--- config.mk ---
export PLATFORM = sky130hd
export DESIGN_NAME = gcd_lcm_unit
export DESIGN_NICKNAME = d
export VERILOG_FILES = /design/src/sv/glu_pkg.sv /design/src/sv/glu_ucode_rom.sv /design/src/sv/glu_sequencer.sv /design/src/sv/glu_datapath.sv /design/src/sv/gcd_lcm_unit.sv
export SDC_FILE = /design/constraint.sdc
export NUM_CORES = 1
export LEC_CHECK = 0
export ABC_AREA = 1
export BUFFER_PORTS_ARGS = -buffer_cell sky130_fd_sc_hd__buf_2
export CORE_MARGIN = 2
export CORE_UTILIZATION = 55
export CTS_BUF_LIST = sky130_fd_sc_hd__clkbuf_16
export CTS_CLUSTER_DIAMETER = 150
export DETAILED_ROUTE_END_ITERATION = 12
export PLACE_DENSITY = 0.73
export SKIP_CTS_REPAIR_TIMING = 1
export SLEW_MARGIN = 20
export SYNTH_ARGS = -nofsm -noshare
export SYNTH_HDL_FRONTEND = slang
export SYNTH_SLANG_ARGS = --single-unit
--- constraint.sdc ---
create_clock -name clock -period 8.1 [get_ports clock]
set_input_delay 0.81 -clock clock [delete_from_list [all_inputs] [get_ports clock]]
set_output_delay 0.81 -clock clock [all_outputs]
set_load 0.005 [all_outputs]
--- src/sv/glu_pkg.sv ---
// Shared types and constants of the GCD / LCM unit: microcode word layout,
// datapath operations, jump conditions and status flags.
// Depends on nothing; every other file of the unit imports it.
package glu_pkg;

   // Field widths of the request and response words
   localparam int OPERAND_PORT_W        = 16;
   localparam int DIVISOR_W             = 16;
   localparam int MULTIPLE_W            = 32;
   localparam int OPERAND_WIDTH_DEFAULT = 16;

   // Microprogram counter
   localparam int UPC_W       = 4;
   localparam int UCODE_DEPTH = 10;

   // Microprogram entry points
   localparam logic [UPC_W-1:0] STEP_CHECK      = UPC_W'(0);
   localparam logic [UPC_W-1:0] STEP_STRIP_BOTH = UPC_W'(1);
   localparam logic [UPC_W-1:0] STEP_STRIP_X    = UPC_W'(2);
   localparam logic [UPC_W-1:0] STEP_REDUCE     = UPC_W'(3);
   localparam logic [UPC_W-1:0] STEP_RESTORE    = UPC_W'(4);
   localparam logic [UPC_W-1:0] STEP_DIV_INIT   = UPC_W'(5);
   localparam logic [UPC_W-1:0] STEP_DIV        = UPC_W'(6);
   localparam logic [UPC_W-1:0] STEP_MULTIPLY   = UPC_W'(7);
   localparam logic [UPC_W-1:0] STEP_ZERO       = UPC_W'(8);
   localparam logic [UPC_W-1:0] STEP_FINISH     = UPC_W'(9);

   // Datapath operations
   typedef enum logic [3:0] {
      OP_NOP,
      OP_LOAD,
      OP_STRIP_BOTH,
      OP_STRIP_X,
      OP_REDUCE,
      OP_RESTORE,
      OP_DIV_INIT,
      OP_DIV_STEP,
      OP_MULTIPLY,
      OP_SET_ZERO,
      OP_FINISH
   } op_type;

   // Jump conditions
   typedef enum logic [2:0] {
      COND_NEXT,
      COND_ALWAYS,
      COND_ZERO_OPERAND,
      COND_BOTH_EVEN,
      COND_X_EVEN,
      COND_Y_NONZERO,
      COND_K_NONZERO,
      COND_COUNT_NONZERO
   } cond_type;

   // One control word of the microprogram
   typedef struct packed {
      op_type           op;
      cond_type         cond;
      logic [UPC_W-1:0] target;
   } ucode_word_type;

   // Flags the datapath reports to the sequencer
   typedef struct packed {
      logic zero_operand;
      logic both_even;
      logic x_even;
      logic y_nonzero;
      logic k_nonzero;
      logic count_nonzero;
   } dp_status_type;

endpackage

--- src/sv/glu_ucode_rom.sv ---
// Read-only microprogram of the GCD / LCM unit: binary GCD, restore of the
// common power of two, shift-subtract divide, one multiply.
// Depends on glu_pkg.
module glu_ucode_rom
   import glu_pkg::*;
(
   input  logic [UPC_W-1:0] upc,
   output ucode_word_type   word
);

   // Look up the control word of the current step
   always_comb begin
      case (upc)
         STEP_CHECK:      word = '{OP_NOP,        COND_ZERO_OPERAND,  STEP_ZERO};
         STEP_STRIP_BOTH: word = '{OP_STRIP_BOTH, COND_BOTH_EVEN,     STEP_STRIP_BOTH};
         STEP_STRIP_X:    word = '{OP_STRIP_X,    COND_X_EVEN,        STEP_STRIP_X};
         STEP_REDUCE:     word = '{OP_REDUCE,     COND_Y_NONZERO,     STEP_REDUCE};
         STEP_RESTORE:    word = '{OP_RESTORE,    COND_K_NONZERO,     STEP_RESTORE};
         STEP_DIV_INIT:   word = '{OP_DIV_INIT,   COND_NEXT,          STEP_CHECK};
         STEP_DIV:        word = '{OP_DIV_STEP,   COND_COUNT_NONZERO, STEP_DIV};
         STEP_MULTIPLY:   word = '{OP_MULTIPLY,   COND_ALWAYS,        STEP_FINISH};
         STEP_ZERO:       word = '{OP_SET_ZERO,   COND_NEXT,          STEP_CHECK};
         STEP_FINISH:     word = '{OP_FINISH,     COND_NEXT,          STEP_CHECK};
         // unused addresses end the program
         default:         word = '{OP_FINISH,     COND_NEXT,          STEP_CHECK};
      endcase
   end

endmodule

--- src/sv/glu_sequencer.sv ---
// Microprogram sequencer of the GCD / LCM unit: busy flag, step counter,
// conditional jumps and the response strobe.
// Depends on glu_pkg and glu_ucode_rom.
module glu_sequencer
   import glu_pkg::*;
(
   input  logic          clock,
   input  logic          reset,
   input  logic          start,
   input  dp_status_type status,
   output logic          busy,
   output op_type        dp_op,
   output logic          strobe
);

   logic             busy_ff, busy_in;
   logic [UPC_W-1:0] upc_ff, upc_in;
   logic             strobe_ff, strobe_in;
   ucode_word_type   word;
   logic             take;
   logic             jump;

   glu_ucode_rom u_rom (
      .upc  (upc_ff),
      .word (word)
   );

   assign take = start && !busy_ff;

   // Evaluate the jump condition of the current step
   always_comb begin
      case (word.cond)
         COND_NEXT:          jump = 1'b0;
         COND_ALWAYS:        jump = 1'b1;
         COND_ZERO_OPERAND:  jump = status.zero_operand;
         COND_BOTH_EVEN:     jump = status.both_even;
         COND_X_EVEN:        jump = status.x_even;
         COND_Y_NONZERO:     jump = status.y_nonzero;
         COND_K_NONZERO:     jump = status.k_nonzero;
         COND_COUNT_NONZERO: jump = status.count_nonzero;
         default:            jump = 1'b0;
      endcase
   end

   // Drive the datapath: load on accept, microcode while busy
   always_comb begin
      if (take) begin
         dp_op = OP_LOAD;
      end else if (busy_ff) begin
         dp_op = word.op;
      end else begin
         dp_op = OP_NOP;
      end
   end

   // Advance the step counter, end the program on the finish step
   always_comb begin
      busy_in   = busy_ff;
      upc_in    = upc_ff;
      strobe_in = 1'b0;
      if (!busy_ff) begin
         if (start) begin
            busy_in = 1'b1;
            upc_in  = STEP_CHECK;
         end
      end else if (word.op == OP_FINISH) begin
         busy_in   = 1'b0;
         strobe_in = 1'b1;
      end else if (jump) begin
         upc_in = word.target;
      end else begin
         upc_in = upc_ff + UPC_W'(1);
      end
   end

   always_ff @(posedge clock) begin
      if (reset) begin
         busy_ff   <= 1'b0;
         upc_ff    <= STEP_CHECK;
         strobe_ff <= 1'b0;
      end else begin
         busy_ff   <= busy_in;
         upc_ff    <= upc_in;
         strobe_ff <= strobe_in;
      end
   end

   assign busy   = busy_ff;
   assign strobe = strobe_ff;

   // A strobe only follows a busy cycle
   a_strobe_after_busy: assert property (@(posedge clock) disable iff (reset)
      strobe_ff |-> $past(busy_ff))
      else $error("response strobe without a running operation");

   // An accepted word starts the program at its first step
   a_accept_starts: assert property (@(posedge clock) disable iff (reset)
      take |=> (busy_ff && upc_ff == STEP_CHECK))
      else $error("accepted word did not start the microprogram");

   // The finish step ends the operation with exactly one strobe
   a_finish_strobes: assert property (@(posedge clock) disable iff (reset)
      (busy_ff && word.op == OP_FINISH) |=> (strobe_ff && !busy_ff))
      else $error("finish step did not deliver the response");

endmodule

--- src/sv/glu_datapath.sv ---
// Datapath of the GCD / LCM unit: operand registers, binary GCD shift and
// subtract, one-bit-per-cycle divider and the final multiplier.
// Depends on glu_pkg.
module glu_datapath
   import glu_pkg::*;
#(
   parameter int OPW = OPERAND_WIDTH_DEFAULT
) (
   input  logic                      clock,
   input  logic                      reset,
   input  op_type                    dp_op,
   input  logic [OPERAND_PORT_W-1:0] operand_a,
   input  logic [OPERAND_PORT_W-1:0] operand_b,
   output dp_status_type             status,
   output logic [DIVISOR_W-1:0]      common_divisor,
   output logic [MULTIPLE_W-1:0]     common_multiple
);

   localparam int CNT_W = $clog2(OPW + 1);

   logic [OPW-1:0]   a_ff, a_in;
   logic [OPW-1:0]   b_ff, b_in;
   logic [OPW-1:0]   x_ff, x_in;
   logic [OPW-1:0]   y_ff, y_in;
   logic [CNT_W-1:0] k_ff, k_in;
   logic [CNT_W-1:0] cnt_ff, cnt_in;
   logic [OPW-1:0]   rem_ff, rem_in;
   logic [OPW-1:0]   quo_ff, quo_in;
   logic [2*OPW-1:0] prod_ff, prod_in;
   logic [OPW:0]     shifted;
   logic [OPW:0]     trial;

   // Divide step: bring in the next dividend bit and try the subtract
   assign shifted = {rem_ff, quo_ff[OPW-1]};
   assign trial   = shifted - {1'b0, x_ff};

   // Execute the operation of the current step
   always_comb begin
      a_in    = a_ff;
      b_in    = b_ff;
      x_in    = x_ff;
      y_in    = y_ff;
      k_in    = k_ff;
      cnt_in  = cnt_ff;
      rem_in  = rem_ff;
      quo_in  = quo_ff;
      prod_in = prod_ff;
      case (dp_op)
         OP_LOAD: begin
            a_in = OPW'(operand_a);
            b_in = OPW'(operand_b);
            x_in = OPW'(operand_a);
            y_in = OPW'(operand_b);
            k_in = '0;
         end
         OP_STRIP_BOTH: begin
            if (!x_ff[0] && !y_ff[0]) begin
               x_in = x_ff >> 1;
               y_in = y_ff >> 1;
               k_in = k_ff + CNT_W'(1);
            end
         end
         OP_STRIP_X: begin
            if (!x_ff[0]) begin
               x_in = x_ff >> 1;
            end
         end
         OP_REDUCE: begin
            // x is odd; drop twos from y, else subtract the smaller odd value
            if (y_ff != '0) begin
               if (!y_ff[0]) begin
                  y_in = y_ff >> 1;
               end else if (x_ff > y_ff) begin
                  x_in = y_ff;
                  y_in = x_ff - y_ff;
               end else begin
                  y_in = y_ff - x_ff;
               end
            end
         end
         OP_RESTORE: begin
            if (k_ff != '0) begin
               x_in = x_ff << 1;
               k_in = k_ff - CNT_W'(1);
            end
         end
         OP_DIV_INIT: begin
            rem_in = '0;
            quo_in = a_ff;
            cnt_in = CNT_W'(OPW);
         end
         OP_DIV_STEP: begin
            if (cnt_ff != '0) begin
               cnt_in = cnt_ff - CNT_W'(1);
               if (!trial[OPW]) begin
                  rem_in = trial[OPW-1:0];
                  quo_in = {quo_ff[OPW-2:0], 1'b1};
               end else begin
                  rem_in = shifted[OPW-1:0];
                  quo_in = {quo_ff[OPW-2:0], 1'b0};
               end
            end
         end
         OP_MULTIPLY: begin
            prod_in = (2*OPW)'(quo_ff) * (2*OPW)'(b_ff);
         end
         OP_SET_ZERO: begin
            x_in    = OPW'(1);
            prod_in = '0;
         end
         default: begin
         end
      endcase
   end

   always_ff @(posedge clock) begin
      a_ff    <= a_in;
      b_ff    <= b_in;
      x_ff    <= x_in;
      y_ff    <= y_in;
      k_ff    <= k_in;
      cnt_ff  <= cnt_in;
      rem_ff  <= rem_in;
      quo_ff  <= quo_in;
      prod_ff <= prod_in;
   end

   // Report flags for the jump conditions
   assign status.zero_operand  = (x_ff == '0) || (y_ff == '0);
   assign status.both_even     = !x_ff[0] && !y_ff[0];
   assign status.x_even        = !x_ff[0];
   assign status.y_nonzero     = (y_ff != '0);
   assign status.k_nonzero     = (k_ff != '0);
   assign status.count_nonzero = (cnt_ff != '0);

   assign common_divisor  = DIVISOR_W'(x_ff);
   assign common_multiple = MULTIPLE_W'(prod_ff);

   // The divisor never reaches zero while dividing
   a_divisor_nonzero: assert property (@(posedge clock) disable iff (reset)
      (dp_op == OP_DIV_STEP) |-> (x_ff != '0))
      else $error("divide step with a zero divisor");

   // The divisor found must divide the first operand exactly
   a_exact_quotient: assert property (@(posedge clock) disable iff (reset)
      (dp_op == OP_MULTIPLY) |-> (rem_ff == '0))
      else $error("divisor leaves a remainder on the first operand");

endmodule

--- src/sv/gcd_lcm_unit.sv ---
// Top level of the GCD / LCM unit: ties the microcoded sequencer to the
// datapath. Depends on glu_pkg, glu_sequencer and glu_datapath.
//
// A request word (req_operand_a, req_operand_b) is taken at a rising edge with
// start high and busy low; only the low OPERAND_WIDTH bits of each operand
// count. Exactly one response follows: rsp_common_divisor and
// rsp_common_multiple are valid for the single cycle in which rsp_strobe is
// high, and the receiver must take them then, since the unit cannot be held
// off. busy falls in that same cycle, so the next request may be taken at the
// edge that ends it. If either operand is zero the answer is divisor 1,
// multiple 0. Otherwise the time is data dependent: the binary GCD loops of
// the microprogram (shift and subtract, one step a cycle) run first, then the
// restore of the common power of two, the shift-subtract divide of the first
// operand by the divisor, one multiply and a finish step.
module gcd_lcm_unit
   import glu_pkg::*;
#(
   parameter int OPERAND_WIDTH = OPERAND_WIDTH_DEFAULT
) (
   input  logic                      clock,
   input  logic                      reset,
   input  logic                      start,
   output logic                      busy,
   input  logic [OPERAND_PORT_W-1:0] req_operand_a,
   input  logic [OPERAND_PORT_W-1:0] req_operand_b,
   output logic                      rsp_strobe,
   output logic [DIVISOR_W-1:0]      rsp_common_divisor,
   output logic [MULTIPLE_W-1:0]     rsp_common_multiple
);

   op_type        dp_op;
   dp_status_type status;

   // Step through the microprogram
   glu_sequencer u_seq (
      .clock  (clock),
      .reset  (reset),
      .start  (start),
      .status (status),
      .busy   (busy),
      .dp_op  (dp_op),
      .strobe (rsp_strobe)
   );

   // Execute the control words
   glu_datapath #(
      .OPW (OPERAND_WIDTH)
   ) u_dp (
      .clock           (clock),
      .reset           (reset),
      .dp_op           (dp_op),
      .operand_a       (req_operand_a),
      .operand_b       (req_operand_b),
      .status          (status),
      .common_divisor  (rsp_common_divisor),
      .common_multiple (rsp_common_multiple)
   );

endmodule
==> results.yml, run 1 <==
clock_network:
  clock_sinks: 155
  cts_tree: "yes"
  clock_latency_ns: 0.45
  cts_made_buffers: 17
  cts.clk_slew.worst_paths_ns: 0.06
  cts_buffer_depth: 2
  htreeDepth: 4
  root_buffer: "clkbuf_16"
yosys:
  synth_adder_area_share_pct: 32.9
  avgSynthCellArea_sq_um: 7.98
  synth_top_family_by_area: "adder cells"
  synth_cell_types: 52
  synth_ff_type: "edfxtp_1"
  synth-xor-area-share_pct: 2.22
  ys_warn_count: 0
  syn_inst: 2278
  async_reset_ff_share_pct: 0
  synth_top_area_share_pct: 22.8
  synth_top_cell_by_area: "edfxtp_1"
  synth_edf_count: 138
  ys_seq_area_share_pct: 24.7
  synth_compound_area_share_pct: 9.05
  synthMuxAreaShare_pct: 0
  ys_ff_latch: 155
  synth.area.top_cells: "edfxtp_1, fa_1, nand2_1, ha_1, inv_1"
  yosys.area_share.simple_pct: 18.8
  syn_area_sq_um: 18200
  synthesis.nets: 2673
worst_setup_path:
  slowest_delay_ns: 0.87
  crit_fanout: 16
  crit_type: "reg -> reg"
  arrival_ns: 6.44
  worstPathRequired_ns: 8.30
  critPathSlowestCell: "edfxtp_1"
  end_kind: "register"
  path_cells: "nand2_1 > fa_1 > inv_1 > fa_1 > inv_1 > fa_1 > inv_1 > fa_1 > fa_1 > inv_1 > fa_1 > inv_1 > ha_1 > nand2_1 > nor3_1 > nand4_1 > nand3_1 > a21o_1 > nand2_1 > a21oi_1 > nor2_1"
  path_buf_inv: 5
  crit_top_cell: "fa_1"
  crit_path_start_kind: "register"
  cp_top_family: "adder cells"
place:
  gp_congestion: 0.998
  dp_hpwl_mm: 38.9
  portBuffers: 84
sta:
  setup_viol: 0
  period_needed_ns: 6.24
  worst_clock_skew_ns: 0.0194
  finalSetupTns_ns: 0
  final-max-slew-violation-count: 0
  max_slew_margin_pct: 39.4
  worst_pin_slew_ns: 0.904
  fmax_ghz: 0.160
  period_share_pct: 77.1
  finalHoldViolCount: 0
  rsz0062_at_grt: "no"
finish:
  layout_commonest_cell: "nand2_1"
  final_cell_mix: "nand2_1, inv_1, fa_1"
  drive_gt1_share_pct: 7.65
  insertedDiodeCount: 0
  nets: 2697
  synthToLayoutAreaGrowth_pct: 6.89
floorplanning:
  rows: 66
  core_area_sq_um: 32500
  die_area_sq_um: 34500
  die-width_microns: 186
  ioPinCount: 85
  die_y_microns: 186
  start_util_pct: 55.9
power:
  peakVddDrop_mv: 0.367
  finalPower_w: 0.00653
  p_per_area_nw_per_um2: 336
  p_leak_nw: 10.4
min_path:
  min_path_type: "reg -> reg"
drt:
  drc: 0
  via_count: 15273
  wl_per_cell_microns: 17.9
  drtIter0Drc: 1456
  via_per_inst: 5.54
  wirelength_mm: 49.4
  final_antenna_net_count: 0
  firstDrtPassIters: 6
run_status:
  status: "finished, final reports clean"
global_routing:
  grt_pass1_vias: 15672
  grt_use_total_pct: 30.3
  grt_pass1_wl_mm: 80.3
  grt_max_degree: 38
  overflow: 0
  antenna_found_initial: 0
run:
  max_cap_viol_count: 0
[per-stage QoR]
step / instances / utilization, % / hold slack, ns / instance area [sq um] / worst slack, ns
after floorplan: 2278 / - / 0.495 / 18200 / 2.53
after global placement: 2725 / 58.0 / 0.504 / 18900 / 2.06
after detailed placement: 2725 / 58.0 / 0.507 / 18900 / 1.98
after CTS: 2757 / 59.8 / 0.522 / 19400 / 1.93
after global routing: 2757 / 59.8 / 0.552 / 19400 / 1.57
final: 2757 / 59.8 / 0.523 / 19400 / 1.86
[final timing paths]
| path | from | cells past startpoint | slack, ns | end |
|---|---|---|---|---|
| worst max register to register | u_dp.b_ff[7] | 21 | 1.86 | u_dp.common_multiple[28] |
| worst min-delay path | u_dp.a_ff[4] | 2 | 0.52 | u_dp.quo_ff[4] |
| worst max-delay path | u_dp.b_ff[7] | 21 | 1.86 | u_dp.common_multiple[28] |
| worst min register to register | u_dp.a_ff[4] | 2 | 0.52 | u_dp.quo_ff[4] |
[worst reg2reg max path, delay by kind of cell (launching register included)]
family / cells / cell delay, ns
adders and majority gates: 7 / 3.45
buffers and inverters: 5 / 0.26
AOI/OAI and AO/OA: 2 / 0.31
DFF: 1 / 0.87
and+or+nand+nor: 7 / 1.12
[sequential cells by signal, summed over array words and instances, names as in the netlist]
register              cells
u_dp.a_ff                16
u_dp.b_ff                16
u_dp.cnt_ff               5
u_dp.common_divisor      16
u_dp.common_multiple     32
u_dp.k_ff                 5
u_dp.quo_ff              16
u_dp.rem_ff              16
u_dp.y_ff                16
u_seq.busy                1
u_seq.strobe              1
u_seq.u_rom.word         11
u_seq.upc_ff              4
[power breakdown]
part,switching (W),internal (W),total [W],leakage [nW]
clock network,0.000369,0.000423,0.000792,0.287
registers,0.000103,0.00110,0.00120,1.38
logic,0.00291,0.00162,0.00453,8.72
[cell type report]
| type | count | area (sq um) |
|---|---|---|
| tap | 442 | 553 |
| clock inverter | 14 | 120 |
| multi-input combinational | 1540 | 11500 |
| sequential | 155 | 4480 |
| clock buffer | 18 | 450 |
| timing repair buffer | 92 | 480 |
| fill | 2984 | 13100 |
| inverter | 496 | 1860 |
[synth_stat cells, types with 10 or more instances]
| master | count |
|---|---|
| dfxtp_1 | 17 |
| fa_1 | 198 |
| inv_2 | 12 |
| xor2_1 | 31 |
| o21ai_1 | 28 |
| o21ai_0 | 70 |
| a21oi_1 | 122 |
| xnor2_1 | 15 |
| ha_1 | 162 |
| clkbuf_1 | 73 |
| a221oi_1 | 10 |
| nor3_1 | 18 |
| o21bai_1 | 12 |
| nor2_1 | 122 |
| nand2_1 | 611 |
| nand3_1 | 54 |
| edfxtp_1 | 138 |
| nand2_2 | 10 |
| inv_1 | 482 |
[logic make-up after synthesis]
logic type / after synthesis
fa+ha+maj: 360
flops: 155
xor+xnor: 46
compound gates: 288
simple gates: 846
buf+inv: 583
[routing by layer]
layer / vias up / share of wire (%) / global-route usage [%]
met5: - / 0 / 0
met4: 0 / 5.9 / 17.4
met3: 171 / 6.4 / 4.27
met2: 667 / 49 / 52.5
met1: 7351 / 38 / 36.2
li1: 7084 / - / -
(Power assumes the default switching activity.)
==> run 2: changes to the inputs <==
- PLACE_DENSITY: 0.73 -> 0.75
- clock period: 8.1 -> 5.7 ns (I/O delays scaled with it)
==> run 2 against run 1 <==
Cell area increased by 6.0%. Wire length about the same. Largest cell class unchanged. Worst hold slack got worse by 0.20 ns. Die area unchanged. Final cell count increased by 3.4%. Highest routed layer unchanged. Non-clock buffer count increased by 94. Via count increased by 2.4%. Critical endpoint is now u_dp.common_multiple[26]. Clock power increased by 59%. Clock-buffer cell count decreased by 1. Combinational power increased by 69%. Clock skew decreased by 0.0092 ns. Worst setup slack got worse by 1.8 ns.
==> results.yml, run 2 (synthesized netlist as in run 1, its figures left out) <==
run_status:
  status: "finished, final reports clean"
worst_setup_path:
  crit_path_start_kind: "register"
  arrival_ns: 5.86
  reg2reg_slack_ns: 0.02
  end_kind: "register"
  crit_type: "reg -> reg"
  worstPathRequired_ns: 5.88
  crit_fanout: 5
global_routing:
  overflow: 0
  grt_pass1_wl_mm: 79.3
  grt_max_degree: 38
  grt_pass1_vias: 15661
  grt_use_total_pct: 29.7
  antenna_found_initial: 0
floorplanning:
  ioPinCount: 85
  start_util_pct: 55.9
  die_area_sq_um: 34500
  core_area_sq_um: 32500
  die-width_microns: 186
  rows: 66
  die_y_microns: 186
finish:
  nets: 2791
  nFillCells: 2712
  largest_reg_flops: 32
  layout_commonest_cell: "nand2_1"
  final_cell_mix: "nand2_1, inv_1, fa_1"
  final_area_sq_um: 20600
  insertedDiodeCount: 0
  drive_gt1_share_pct: 13.7
  synthToLayoutAreaGrowth_pct: 13.4
drt:
  wirelength_mm: 49.5
  final_antenna_net_count: 0
  wl_per_cell_microns: 17.4
  via_count: 15642
  drtIter0Drc: 1350
  drc: 0
  via_per_inst: 5.49
  firstDrtPassIters: 6
power:
  p_int_w: 0.00537
  p_comb_share_pct: 72.4
  p_leak_nw: 10.9
  p_per_area_nw_per_um2: 514
  switching_power_w: 0.00523
  peakVddDrop_mv: 0.611
  p_clk_share_pct: 11.9
  seqPwrFrac_pct: 15.8
  netSwitchingFraction_pct: 49.3
sta:
  final-max-slew-violation-count: 0
  period_needed_ns: 5.68
  finalHoldViolCount: 0
  period_share_pct: 99.7
  worst_clock_skew_ns: 0.0102
  max_slew_margin_pct: 38.5
  setup_viol: 0
  worst_slack_ns: 0.0174
  rsz0062_at_grt: "yes"
  worst_pin_slew_ns: 0.920
  fmax_ghz: 0.176
clock_network:
  cts_buffer_depth: 2
  clock_latency_ns: 0.44
  clock_sinks: 155
  root_buffer: "clkbuf_16"
  cts.clk_slew.worst_paths_ns: 0.07
  cts_tree: "yes"
  cts_made_buffers: 17
  htreeDepth: 4
place:
  place_area_sq_um: 19300
  dp_hpwl_mm: 39.3
  portBuffers: 84
  post-place-ws_ns: -0.0948
  gp_congestion: 0.968
min_path:
  min_path_type: "in -> reg"
run:
  max_cap_viol_count: 0
run 2: cell types whose count changed in the layout (fill, tap and decap cells not counted), sizes merged:
cell / before / now
buf: 92 / 186
bufinv: 0 / 5
clkbuf: 18 / 17
clkinv: 3 / 6
clkinvlp: 0 / 1
inv: 507 / 499
run 2: critical path, stage by stage (launching register included):
cell	delay, ns
edfxtp_1	0.46
buf_4	0.20
nand2_1	0.06
inv_1	0.05
fa_1	0.54
inv_1	0.07
fa_1	0.57
inv_1	0.06
fa_1	0.54
fa_1	0.45
fa_1	0.49
inv_1	0.05
fa_1	0.47
inv_1	0.06
ha_4	0.23
a21oi_2	0.17
o21ai_2	0.09
a21oi_1	0.16
nand3_2	0.15
a21o_1	0.25
buf_4	0.15
o21ai_2	0.10
a21oi_1	0.04
run 2: stage by stage:
step	utilization, %	cells	total power, W	TNS, ns	hold slack (ns)
3_5_place_dp	59.2	2775	0.00813	-0.265	0.508
5_1_grt	63.4	2851	0.0117	-0.949	0.316
4_1_cts	61.2	2807	0.00945	-0.559	0.315
6_report	63.4	2851	0.0106	0	0.325
3_3_place_gp	59.2	2775	0.00801	-0.00327	0.504
2_1_floorplan	-	2278	0.00640	0	0.495
run 2: power groups by stage:
stage	clock network [W]	registers [W]	logic [W]
final	0.00126	0.00167	0.00767
after global routing	0.00130	0.00167	0.00873
after CTS	0.00126	0.00168	0.00651
after detailed placement	0	0.00171	0.00642
after global placement	0	0.00171	0.00631
after floorplan	0	0.00164	0.00476
run 2: area by class of cell:
type,instances,area [sq um],share of cell area [%]
Clock buffer,17,425,2.06
Sequential cell,155,4480,21.8
Tap cell,442,553,2.68
Multi-Input combinational cell,1540,11800,57.1
Clock inverter,15,210,1.02
Timing Repair Buffer,186,1310,6.33
Inverter,496,1860,9.04
run 2: final timing paths:
| path | cells after the start | startpoint | end |
|---|---|---|---|
| worst min register to register | 2 | u_dp.a_ff[4] | u_dp.quo_ff[4] |
| worst min-delay path | 1 | req_operand_a[13] | u_dp.a_ff[13] |
| worst max-delay path | 22 | u_dp.quo_ff[5] | u_dp.common_multiple[26] |
| worst max register to register | 22 | u_dp.quo_ff[5] | u_dp.common_multiple[26] |
run 2: per-layer routing:
| layer | wire length [microns] | part of all wire, % | global-route usage, % | up-vias |
|---|---|---|---|---|
| li1 | - | - | - | 7266 |
| met1 | 19500 | 39 | 37.1 | 7512 |
| met2 | 24300 | 49 | 51.5 | 725 |
| met3 | 3590 | 7.3 | 3.97 | 139 |
| met4 | 2110 | 4.3 | 13.0 | 0 |
| met5 | 0 | 0 | 0 | - |
